===== src/rtl/gclf_pkg.sv =====
`timescale 1ns / 1ps
// ----------------------------------------------------------------------------
// gclf_pkg
// Types, opcode constants and length decode for the layout command framer.
// ----------------------------------------------------------------------------
package gclf_pkg;

  localparam int unsigned OffsetBitsDefault = 24;
  localparam int unsigned OffsetOutBits     = 24;

  typedef enum logic [1:0] {
    KIND_CMD   = 2'd0,
    KIND_PAD   = 2'd1,
    KIND_TRUNC = 2'd2
  } item_kind_e;

  // Opcodes with special handling
  localparam logic [7:0] OP_END      = 8'h01;
  localparam logic [7:0] OP_RETURN   = 8'h03;
  localparam logic [7:0] OP_OPEN_A   = 8'h04;
  localparam logic [7:0] OP_CLOSE    = 8'h05;
  localparam logic [7:0] OP_OPEN_B   = 8'h08;
  localparam logic [7:0] OP_ARG_LEN  = 8'h0A;
  localparam logic [7:0] OP_SUBLAY   = 8'h10;
  localparam logic [7:0] OP_EXT_A    = 8'h11;
  localparam logic [7:0] OP_EXT_B    = 8'h12;
  localparam logic [7:0] OP_EXT_C    = 8'h14;
  localparam logic [7:0] OP_OPEN_C   = 8'h16;
  localparam logic [7:0] OP_EXT_D    = 8'h1D;
  localparam logic [7:0] OP_OPEN_D   = 8'h20;
  localparam logic [7:0] OP_MAX_KNOWN = 8'h20;

  localparam logic [4:0] LEN_TABLE [0:32] = '{
    5'd8,  5'd4, 5'd8, 5'd4,  5'd4, 5'd4, 5'd4, 5'd4,
    5'd12, 5'd4, 5'd8, 5'd4,  5'd4, 5'd8, 5'd8, 5'd20,
    5'd16, 5'd8, 5'd8, 5'd12, 5'd8, 5'd8, 5'd8, 5'd4,
    5'd8,  5'd8, 5'd8, 5'd4,  5'd12, 5'd8, 5'd8, 5'd16,
    5'd4
  };

  typedef struct packed {
    logic [7:0] data_byte;
    logic       end_of_region;
  } in_word_t;

  typedef struct packed {
    item_kind_e  item_kind;
    logic [7:0]  opcode;
    logic [7:0]  arg_byte;
    logic [4:0]  length;
    logic [23:0] offset;
    logic [7:0]  depth;
    logic        starts_layout;
    logic        unknown_op;
    logic [31:0] word_one;
    logic [31:0] word_two;
  } out_word_t;

  function automatic logic [4:0] decode_len(logic [7:0] op, logic [7:0] arg);
    logic [4:0] len;
    begin
      if (op > OP_MAX_KNOWN) begin
        len = 5'd4;
      end else begin
        len = LEN_TABLE[op[5:0]];
        case (op)
          OP_ARG_LEN: begin
            if (arg != 8'd0) len = len + 5'd4;
          end
          OP_SUBLAY: begin
            case (arg[6:4])
              3'd0:    len = 5'd16;
              3'd1:    len = 5'd8;
              3'd2:    len = 5'd8;
              3'd3:    len = 5'd4;
              default: len = len;
            endcase
            if (arg[7]) len = len + 5'd4;
          end
          OP_EXT_A, OP_EXT_B, OP_EXT_C, OP_EXT_D: begin
            if (arg[7]) len = len + 5'd4;
          end
          default: len = len;
        endcase
      end
      return len;
    end
  endfunction

endpackage


===== src/rtl/geo_layout_command_framer_unit.sv =====
`timescale 1ns / 1ps
// ----------------------------------------------------------------------------
// geo_layout_command_framer_unit
// Cuts a layout command script, one byte per word, into commands, padding
// words and truncated commands, one result word per finished item.
// ----------------------------------------------------------------------------
// Throughput: one byte per cycle while the output is not stalled, set by the combinational decode/update path.
// Latency: a result is valid the cycle after the byte that finishes it.
// The output register frees in the same cycle it is taken, so input stalls
// only while a result waits on out_ready_i.
// Reset: start offset 0, framer at start of region, depth 1, no result held.
// A config write restarts the framer at the new start offset.
module geo_layout_command_framer_unit #(
  parameter int unsigned OFFSET_BITS = gclf_pkg::OffsetBitsDefault
) (
  input  logic               clk_i,
  input  logic               rst_ni,
  input  logic               cfg_we_i,
  input  logic [23:0]        cfg_wdata_i,
  input  logic               in_valid_i,
  output logic               in_ready_o,
  input  gclf_pkg::in_word_t in_data_i,
  output logic               out_valid_o,
  input  logic               out_ready_i,
  output gclf_pkg::out_word_t out_data_o
);
  import gclf_pkg::*;

  logic [23:0]            start_offset_q;
  logic [OFFSET_BITS-1:0] position_q, position_d;
  logic [OFFSET_BITS-1:0] cmd_start_q, cmd_start_d;
  logic [4:0]             bytes_seen_q, bytes_seen_d;
  logic [7:0]             cur_opcode_q, cur_opcode_d;
  logic [7:0]             cur_arg_q, cur_arg_d;
  logic [31:0]            word_one_q, word_one_d;
  logic [31:0]            word_two_q, word_two_d;
  logic [7:0]             nest_q, nest_d;
  logic                   new_layout_q, new_layout_d;
  logic                   padding_q, padding_d;
  logic                   all_zero_q, all_zero_d;

  logic                   out_valid_q;
  out_word_t              out_q, res;
  logic                   emit;

  logic                   in_fire;
  logic [OFFSET_BITS-1:0] pos_init;
  logic [31:0]            start_ext;
  logic [31:0]            cs_ext;
  logic [7:0]             b;
  logic [4:0]             idx, seen_inc, len_n;
  logic                   padded, pad_exit, finish, is_close, is_end;
  logic                   is_open;
  logic [7:0]             nest_listed;

  assign in_ready_o = !out_valid_q || out_ready_i;
  assign in_fire    = in_valid_i && in_ready_o;

  assign start_ext = {8'd0, start_offset_q};
  assign pos_init  = start_ext[OFFSET_BITS-1:0];
  assign b         = in_data_i.data_byte;
  assign idx       = bytes_seen_q;

  always_comb begin
    cmd_start_d  = (idx == 5'd0) ? position_q : cmd_start_q;
    cur_opcode_d = (idx == 5'd0) ? b : cur_opcode_q;
    cur_arg_d    = (idx == 5'd0) ? 8'd0 : ((idx == 5'd1) ? b : cur_arg_q);
    word_one_d   = (idx == 5'd0) ? 32'd0 : word_one_q;
    word_two_d   = (idx == 5'd0) ? 32'd0 : word_two_q;
    // big-endian lane: byte index 4 lands in the top byte
    for (int k = 0; k < 4; k++) begin
      if (idx[4:2] == 3'b001 && idx[1:0] == 2'(3 - k)) word_one_d[8*k +: 8] = b;
      if (idx[4:2] == 3'b010 && idx[1:0] == 2'(3 - k)) word_two_d[8*k +: 8] = b;
    end
    if (idx == 5'd0)             all_zero_d = (b == 8'd0);
    else if (idx[4:2] == 3'b000) all_zero_d = all_zero_q && (b == 8'd0);
    else                         all_zero_d = all_zero_q;

    seen_inc   = (idx < 5'd31) ? idx + 5'd1 : idx;
    len_n      = decode_len(cur_opcode_d, cur_arg_d);
    position_d = position_q + OFFSET_BITS'(1);

    padded   = padding_q && (seen_inc == 5'd4) && all_zero_d;
    pad_exit = padding_q && (seen_inc == 5'd4) && !all_zero_d;
    finish   = !padded && (seen_inc >= len_n);

    is_close = (cur_opcode_d == OP_END) || (cur_opcode_d == OP_CLOSE);
    is_end   = (cur_opcode_d == OP_END) || (cur_opcode_d == OP_RETURN);
    is_open  = (cur_opcode_d == OP_OPEN_A) || (cur_opcode_d == OP_OPEN_B) ||
               (cur_opcode_d == OP_OPEN_C) || (cur_opcode_d == OP_OPEN_D);

    nest_listed  = (finish && is_close && nest_q > 8'd1) ? nest_q - 8'd1 : nest_q;
    nest_d       = nest_listed;
    new_layout_d = new_layout_q;
    padding_d    = padding_q && !pad_exit;
    bytes_seen_d = (padded || finish) ? 5'd0 : seen_inc;
    if (finish) begin
      new_layout_d = 1'b0;
      if (is_open && nest_listed != 8'hFF) nest_d = nest_listed + 8'd1;
      if (is_end) begin
        nest_d       = 8'd1;
        new_layout_d = 1'b1;
        padding_d    = 1'b1;
      end
    end

    cs_ext = 32'(cmd_start_d);
    res.offset        = cs_ext[OffsetOutBits-1:0];
    res.item_kind     = KIND_CMD;
    res.opcode        = cur_opcode_d;
    res.arg_byte      = cur_arg_d;
    res.length        = len_n;
    res.depth         = nest_listed;
    res.starts_layout = new_layout_q;
    res.word_one      = word_one_d;
    res.word_two      = word_two_d;
    emit = 1'b1;
    if (padded) begin
      res.item_kind     = KIND_PAD;
      res.opcode        = 8'd0;
      res.arg_byte      = 8'd0;
      res.length        = 5'd4;
      res.depth         = nest_q;
      res.starts_layout = 1'b0;
      res.word_one      = 32'd0;
      res.word_two      = 32'd0;
    end else if (!finish) begin
      // truncated only when the region ends mid-item
      res.item_kind = KIND_TRUNC;
      emit = in_data_i.end_of_region && (seen_inc != 5'd0);
    end
    res.unknown_op = (res.opcode > OP_MAX_KNOWN);
  end

  always_ff @(posedge clk_i or negedge rst_ni) begin
    if (!rst_ni) begin
      start_offset_q <= 24'd0;
      position_q     <= '0;
      cmd_start_q    <= '0;
      bytes_seen_q   <= 5'd0;
      cur_opcode_q   <= 8'd0;
      cur_arg_q      <= 8'd0;
      word_one_q     <= 32'd0;
      word_two_q     <= 32'd0;
      nest_q         <= 8'd1;
      new_layout_q   <= 1'b1;
      padding_q      <= 1'b0;
      all_zero_q     <= 1'b1;
    end else if (cfg_we_i) begin
      start_offset_q <= cfg_wdata_i;
      position_q     <= OFFSET_BITS'({8'd0, cfg_wdata_i});
      cmd_start_q    <= OFFSET_BITS'({8'd0, cfg_wdata_i});
      bytes_seen_q   <= 5'd0;
      cur_opcode_q   <= 8'd0;
      cur_arg_q      <= 8'd0;
      word_one_q     <= 32'd0;
      word_two_q     <= 32'd0;
      nest_q         <= 8'd1;
      new_layout_q   <= 1'b1;
      padding_q      <= 1'b0;
      all_zero_q     <= 1'b1;
    end else if (in_fire) begin
      if (in_data_i.end_of_region) begin
        position_q   <= pos_init;
        cmd_start_q  <= pos_init;
        bytes_seen_q <= 5'd0;
        cur_opcode_q <= 8'd0;
        cur_arg_q    <= 8'd0;
        word_one_q   <= 32'd0;
        word_two_q   <= 32'd0;
        nest_q       <= 8'd1;
        new_layout_q <= 1'b1;
        padding_q    <= 1'b0;
        all_zero_q   <= 1'b1;
      end else begin
        position_q   <= position_d;
        cmd_start_q  <= cmd_start_d;
        bytes_seen_q <= bytes_seen_d;
        cur_opcode_q <= cur_opcode_d;
        cur_arg_q    <= cur_arg_d;
        word_one_q   <= word_one_d;
        word_two_q   <= word_two_d;
        nest_q       <= nest_d;
        new_layout_q <= new_layout_d;
        padding_q    <= padding_d;
        all_zero_q   <= all_zero_d;
      end
    end
  end

  always_ff @(posedge clk_i or negedge rst_ni) begin
    if (!rst_ni) begin
      out_valid_q <= 1'b0;
    end else if (in_fire) begin
      out_valid_q <= emit;
    end else if (out_ready_i) begin
      out_valid_q <= 1'b0;
    end
  end

  always_ff @(posedge clk_i) begin
    if (in_fire && emit) begin
      out_q <= res;
    end
  end

  assign out_valid_o = out_valid_q;
  assign out_data_o  = out_q;

  // Depth never drops to zero
  a_nest_nonzero: assert property (@(posedge clk_i) disable iff (!rst_ni)
    nest_q != 8'd0) else $error("nesting level reached zero");

  // End of region returns the framer to the start of a command
  a_eor_restart: assert property (@(posedge clk_i) disable iff (!rst_ni)
    in_fire && in_data_i.end_of_region && !cfg_we_i |=>
      bytes_seen_q == 5'd0 && !padding_q && new_layout_q && nest_q == 8'd1)
    else $error("framer not restarted after end of region");

  // Padding words carry fixed header fields
  a_pad_fields: assert property (@(posedge clk_i) disable iff (!rst_ni)
    out_valid_q && out_q.item_kind == KIND_PAD |->
      out_q.opcode == 8'd0 && out_q.length == 5'd4 && !out_q.starts_layout)
    else $error("malformed padding word");

  // A byte is only refused while a result is held
  a_ready_hold: assert property (@(posedge clk_i) disable iff (!rst_ni)
    !in_ready_o |-> out_valid_q && !out_ready_i)
    else $error("input stalled without a pending result");

endmodule


===== config.mk =====
export PLATFORM = sky130hd
export DESIGN_NAME = geo_layout_command_framer_unit
export DESIGN_NICKNAME = d
export VERILOG_FILES = /design/src/rtl/gclf_pkg.sv /design/src/rtl/geo_layout_command_framer_unit.sv
export SDC_FILE = /design/constraint.sdc
export NUM_CORES = 1
export LEC_CHECK = 0
export ABC_CLOCK_PERIOD_IN_PS = 15300
export BUFFER_PORTS_ARGS = -buffer_cell sky130_fd_sc_hd__buf_2
export CAP_MARGIN = 40
export CORE_AREA = 3 3 160 162
export DETAILED_ROUTE_END_ITERATION = 16
export DIE_AREA = 0 0 163 165
export PLACE_DENSITY = 0.91
export REMOVE_ABC_BUFFERS = 1
export SETUP_SLACK_MARGIN = 0.15
export SLEW_MARGIN = 20
export SYNTH_ARGS = -nofsm -noshare
export SYNTH_HDL_FRONTEND = slang
export SYNTH_SLANG_ARGS = --single-unit

===== constraint.sdc =====
create_clock -name clk_i -period 15.3 [get_ports clk_i]
set_clock_uncertainty 0.05 [all_clocks]
set_input_delay 2.295 -clock clk_i [delete_from_list [all_inputs] [get_ports clk_i]]
set_output_delay 2.295 -clock clk_i [all_outputs]
set_load 0.1 [all_outputs]

# == Word level (Yosys, flattened, before mapping) ==
# Memory sizes are Yosys's and may differ from the RTL's.
# Cells that the tools add are included.
# totals
register_bits,290
latch_bits,0
ram_bits,0
romBits,320
out_inout_bits,123
wordCells,181
n_memories,1
# memory_table
name,depth,width,rd,rd_ports_with_merged_regs,wr,line_no,rtl
(no name shown),64,5,1,0,0,gclf_pkg.sv:65,len = LEN_TABLE[op[5:0]];
# classes
add_sub_neg,6
n_mul,0
div,0
magnitude_cmp,6
n_eq_ne,24
n_shift,0
n_mux,76
n_bitwise,1
reduce_logical,44
# op_table
op,count
2-to-1 mux 32 bit,8
2-to-1 mux 8 bit,24
2-to-1 mux 24 bit,7
2-to-1 mux 5 bit,13
"== test 8 x 5 -> 1 bit, second input constant",6
one-hot mux 5 bit (3 select lines),2
"adder 24 x 1 -> 24 bit, second input constant",1
2-to-1 mux 21 bit,1
logical AND 1 bit,20
2-to-1 mux 1 bit,19
"== test 8 x 3 -> 1 bit, second input constant",2
"== test 8 x 4 -> 1 bit, second input constant",2
"> comparator 8 x 6 -> 1 bit, second input constant",2
"adder 5 x 3 -> 5 bit, second input constant",2
"== test 3 x 2 -> 1 bit, second input constant",3
2-to-1 mux 9 bit,1
"adder 8 x 1 -> 8 bit, second input constant",1
"== test 8 x 1 -> 1 bit, second input constant",1
"== test 8 x 2 -> 1 bit, second input constant",1
"== test 8 x 6 -> 1 bit, second input constant",1
"> comparator 8 x 1 -> 1 bit, second input constant",1
zero test 8 bit,1
"!= test 8 bit, second input constant",1
nonzero test 8 bit,1
other kinds (23),36

# == Depth between registers and ports, before layout ==
# depth
ltp_word,26
ltp_mapped,33
depth_no_buf,29

# == Least setup slack after synthesis ==
# OpenSTA, ideal clock, no wires.
# synth_path
path_kind,input port to flip-flop
startpoint,in in_data_i[2] (netlist bit)
endpoint,reg out_q (netlist bit out_data_o[0]) (enable)
setup_ns,0.638
arrival_ns,11.211
slack_ns,3.401
cell_stages,19
path_cell_list,clkbuf_1 mux2i_1 inv_1 ha_1 mux2i_1 a22o_1 a32o_1 mux2i_1 ha_1 nand2_1 xor2_1 nor2_1 o31ai_1 ha_1 a211oi_1 o2bb2ai_1 nor2b_1 clkbuf_1 a21oi_1
# synth_between
elab_chain_cells,17
# synth_rtl
item,line_no,rtl
"start, declared",geo_layout_command_framer_unit.sv:22,"input gclf_pkg::in_word_t in_data_i,"
2-to-1 mux 8 bit,geo_layout_command_framer_unit.sv:66,cur_opcode_d = (idx == 5'd0) ? b : cur_opcode_q;
NOT 6 -> 7 bit (not written as such),gclf_pkg.sv:65,
memory (64 x 5 bit),n/a,
2-to-1 mux 5 bit (not written as such) (2 in a row),gclf_pkg.sv:65,
one-hot mux 5 bit (3 select lines),gclf_pkg.sv:71,case (arg[6:4])
2-to-1 mux 5 bit,gclf_pkg.sv:66,case (op)
2-to-1 mux 5 bit,gclf_pkg.sv:62,if (op > OP_MAX_KNOWN) begin
adder 5 x 3 -> 5 bit,gclf_pkg.sv:78,if (arg[7]) len = len + 5'd4;
2-to-1 mux 5 bit,gclf_pkg.sv:78,
one-hot mux 5 bit (3 select lines),gclf_pkg.sv:66,
2-to-1 mux 5 bit,gclf_pkg.sv:62,
greater-or-equal comparator 5 bit,geo_layout_command_framer_unit.sv:85,finish = !padded && (seen_inc >= len_n);
logical AND 1 bit,geo_layout_command_framer_unit.sv:85,
2-to-1 mux 1 bit,geo_layout_command_framer_unit.sv:127,end else if (!finish) begin
2-to-1 mux 1 bit (*),geo_layout_command_framer_unit.sv:118,if (padded) begin
logical AND 1 bit (*),geo_layout_command_framer_unit.sv:202,if (in_fire && emit) begin
"end signal, assigned",geo_layout_command_framer_unit.sv:203,out_q <= res;
"end, declared",geo_layout_command_framer_unit.sv:43,"out_word_t out_q, res;"
# Mark *: on every way between the ends. The rest lies on a longest branch, timed or not. The select of a mux whose other input is x is not followed.
# A chain may end at the register's enable or synchronous reset.

# == Final worst setup path ==
# layout_path
startpoint,in in_data_i[2] (netlist bit)
endpoint,reg nest_q[0]
# layout_between
elab_chain_cells,25
# layout_rtl
item,line_no,rtl
branches (longest 21 deep; another with memory (64 x 5 bit)),n/a,
2-to-1 mux 8 bit (*),geo_layout_command_framer_unit.sv:97,if (finish) begin
2-to-1 mux 8 bit (*),geo_layout_command_framer_unit.sv:163,if (in_data_i.end_of_region) begin
2-to-1 mux 8 bit (*),geo_layout_command_framer_unit.sv:162,end else if (in_fire) begin
2-to-1 mux 8 bit (*),geo_layout_command_framer_unit.sv:149,end else if (cfg_we_i) begin
"end signal, assigned",geo_layout_command_framer_unit.sv:183,nest_q <= nest_d;
"end, declared",geo_layout_command_framer_unit.sv:37,"logic [7:0] nest_q, nest_d;"
# Every way passes the cells marked *. The select of a mux whose other input is x is not followed.

==> reports/metrics.csv <==
stage;metric;value;unit
run_status;outcome;completed;
synth;synthArstFlopShare;58.7;%
cells_and_area;layout_commonest_cell;nand2_1;
placed_design;gp_congestion;0.920;
critical_path;r2r-end;nest_q[0];
synth;synth.area.top_cells;dfrtp_1 (29%), edfxtp_1 (25%), nand2_1 (6.6%);
drt;drc;0;
sta;max_slew_margin;46.2;%
critical_path;cp_max_fo;20;
critical_path;arrival;8.13;ns
critical_path;cp_slowest_cell;nor4_4;
critical_path;required;15.70;ns
sta;timing.fmax;129;MHz
floorplan;die_h;165;µm
global_routing;gr-total-overflow;0;
drt;firstDrtPassIters;5;
cells_and_area;syn2layout_area_growth;13.7;%
cts;cts_root_buffer;clkbuf_16;
cells_and_area;nNetsFinal;1609;
cells_and_area;regArea;7810;µm²
global_routing;grt_max_degree;67;
cells_and_area;fin_area;16200;µm²
pwr;irDropWorstVdd;0.117;mV
drt;drt_iter0_markers;1617;
synth;ys.flop_type;dfrtp_1;
drt;postRouteAntennaNets;0;
drt;wl_met1;14400;µm
synth;yosys_warnings;0;
synth;avgSynthCellArea;9.84;µm²
worst_hold_path;hp-class;reg -> reg;
global_routing;grt_pass1_vias;11700;
drt;drt_wl_total;37100;µm
critical_path;worst_setup_path_start_kind;input pin;
floorplan;core;24200;µm²
drt;via_count;12200;
synth;ys_types;77;
cts;cts_buffers;30;
synth;ys_seq_area_share;54.8;%
cells_and_area;final_cell_mix;nand2_1 (249), dfrtp_1 (166), buf_2 (157), a21oi_1 (145), edfxtp_1 (119);
drt;top_layer;met5;
cts;cts_tree;done;
sta;min_period_over_period;50.6;%
cts;worstSkewPairLatency;0.56;ns
worst_hold_path;hold_depth;1;
synth;syn_inst;1448;
placed_design;placed_area;15300;µm²
cts;htree_levels;1;
synth;synth.top_cell.area_share;29.2;%
synth;yosys.area.top_type;dfrtp_1;
critical_path;r2r_slack;7.73;ns
cts;clock_sinks;288;
drt;routed-wl-met3;3930;µm
critical_path;r2r_cells;30;
pwr;power_density;118;nW/µm²
cts;cts_resized;0;
cells_and_area;multiInputGateArea;5890;µm²
drt;avgRoutedWirePerCell;19.5;µm
placed_design;port-buffer-count;158;
cells_and_area;fillers;1766;
critical_path;r2r_start;bytes_seen_q[0];
floorplan;ioPinCount;161;
critical_path;cp_common_cell;ha_1;
drt;viasPerCell;6.40;
drt;dr_wl_met2;17500;µm
sta;finalHoldViolations;0;
flow_run;cap_viol_max_count;0;
cts;cts_hold_buffers;0;
cells_and_area;drive_gt1_share;16.1;%
floorplan;start_util;58.8;%
floorplan;rows;57;
sta;fin_tns_setup;0;ns
sta;slew_viol_final;0;
floorplan;die_w;163;µm
sta;rsz0062_at_grt;false;
cells_and_area;antennaDiodeCount;0;
sta;min_period;7.74;ns
cts;path_clk_slew;0.06;ns
global_routing;grt_pass1_wl;60300;µm
cts;post-cts-setup-buffers;0;
sta;worst_slew_pin_slew;0.785;ns
floorplan;dieArea;26900;µm²
cts;clockBufferDepth;3;
sta;setup_viol;0;
synth;ys_ff_latch;288;
pwr;power.leakage;6.80;nW
placed_design;dp.final_hpwl;23600;µm
worst_hold_path;min_to;word_two_q[1];
global_routing;grt.total_usage;27.6;%
critical_path;slowest_delay;0.54;ns
critical_path;crit_type;in -> reg;
critical_path;crit_path_end_kind;flip-flop;
synth;syn_area;14200;µm²
worst_hold_path;hp-start;word_two_q[1];
global_routing;antenna_found_initial;1;
synth;synth_edf_count;119;
## cell usage after synthesis (14+ instances only)
library cell    n
dfrtp_1       166
nand2_1       250
mux2i_1        25
inv_1          40
nor2_1         94
edfxtp_1      119
and3_1         15
clkbuf_1       74
o21ai_0        78
buf_1          23
nor3_1         15
nand3_1        88
a21oi_1       146
a22o_1         73
a31oi_1        14
ha_1           19
## registers in the layout, summed over array words and instances (netlist names)
name and count:
out_data_o 119, pos_init 24, cmd_start_q 24, padding_q 1
word_one_q 32, word_two_q 32, position_q 24, cur_arg_q 8
new_layout_q 1, out_valid_o 1, cur_opcode_q 8, all_zero_q 1
bytes_seen_q 5, nest_q 8
## worst max-delay path, delay by kind of cell
family                     cells  cell delay [ns]
AOI/OAI and AO/OA             10             1.83
and+or+nand+nor                5             1.10
muxes                          4             1.04
adders and majority gates      4             0.95
buffers and inverters          4             0.73
xor gates and xnor gates       1             0.17
## where the power goes
| group | switching [mW] | internal (mW) | total, mW |
|---|---|---|---|
| registers | 0.0277 | 0.857 | 0.884 |
| logic | 0.289 | 0.0707 | 0.360 |
| clock network | 0.291 | 0.378 | 0.669 |
| total | 0.608 | 1.31 | 1.91 |
## kinds of logic after synthesis
group | share of synthesized area, %
AO/OA/AOI/OAI | 17.7
XOR/XNOR | 1.33
adder cells (fa/ha/maj) | 1.67
buffers and inverters | 4.02
flip-flops | 54.8
multiplexers | 2.81
other | 0.0263
AND/OR/NAND/NOR | 17.6
## stage by stage
step / setup WS [ns] / power, mW / utilization (%) / hold WS (ns) / cells
2_1_floorplan: 3.17 / 1.16 / - / 0.399 / 1343
3_3_place_gp: 7.20 / 1.24 / 62.4 / 0.412 / 1836
3_5_place_dp: 7.09 / 1.25 / 63.0 / 0.423 / 1842
4_1_cts: 7.59 / 1.91 / 66.7 / 0.443 / 1898
5_1_grt: 6.99 / 1.98 / 66.8 / 0.460 / 1900
6_report: 7.56 / 1.91 / 66.8 / 0.451 / 1900
## routing by layer
metal / track usage [%] / up-vias
met5: 0 / -
met4: 10.1 / 2
met3: 4.44 / 127
met2: 45.1 / 782
met1: 37.8 / 5815
li1: - / 5427
## cell type report
type,count,area share [%]
clock buffer,40,4.86
clock inverter,16,0.695
inverter,41,0.965
multi-input combinational,1014,36.4
sequential,288,48.2
tap,324,2.50
timing repair buffer,177,6.42
## how the worst max path moves through the flow
stage                          end  cells after the start            start
floorplan            out_data_o[0]                     18  bytes_seen_q[2]
global placement    out_data_o[41]                     19     in_data_i[2]
detailed placement       nest_q[0]                     27     in_data_i[2]
CTS                      nest_q[0]                     27     in_data_i[2]
global route             nest_q[0]                     27     in_data_i[2]
finish                   nest_q[0]                     28     in_data_i[2]
No activity file was read; power rests on OpenSTA's default activity.
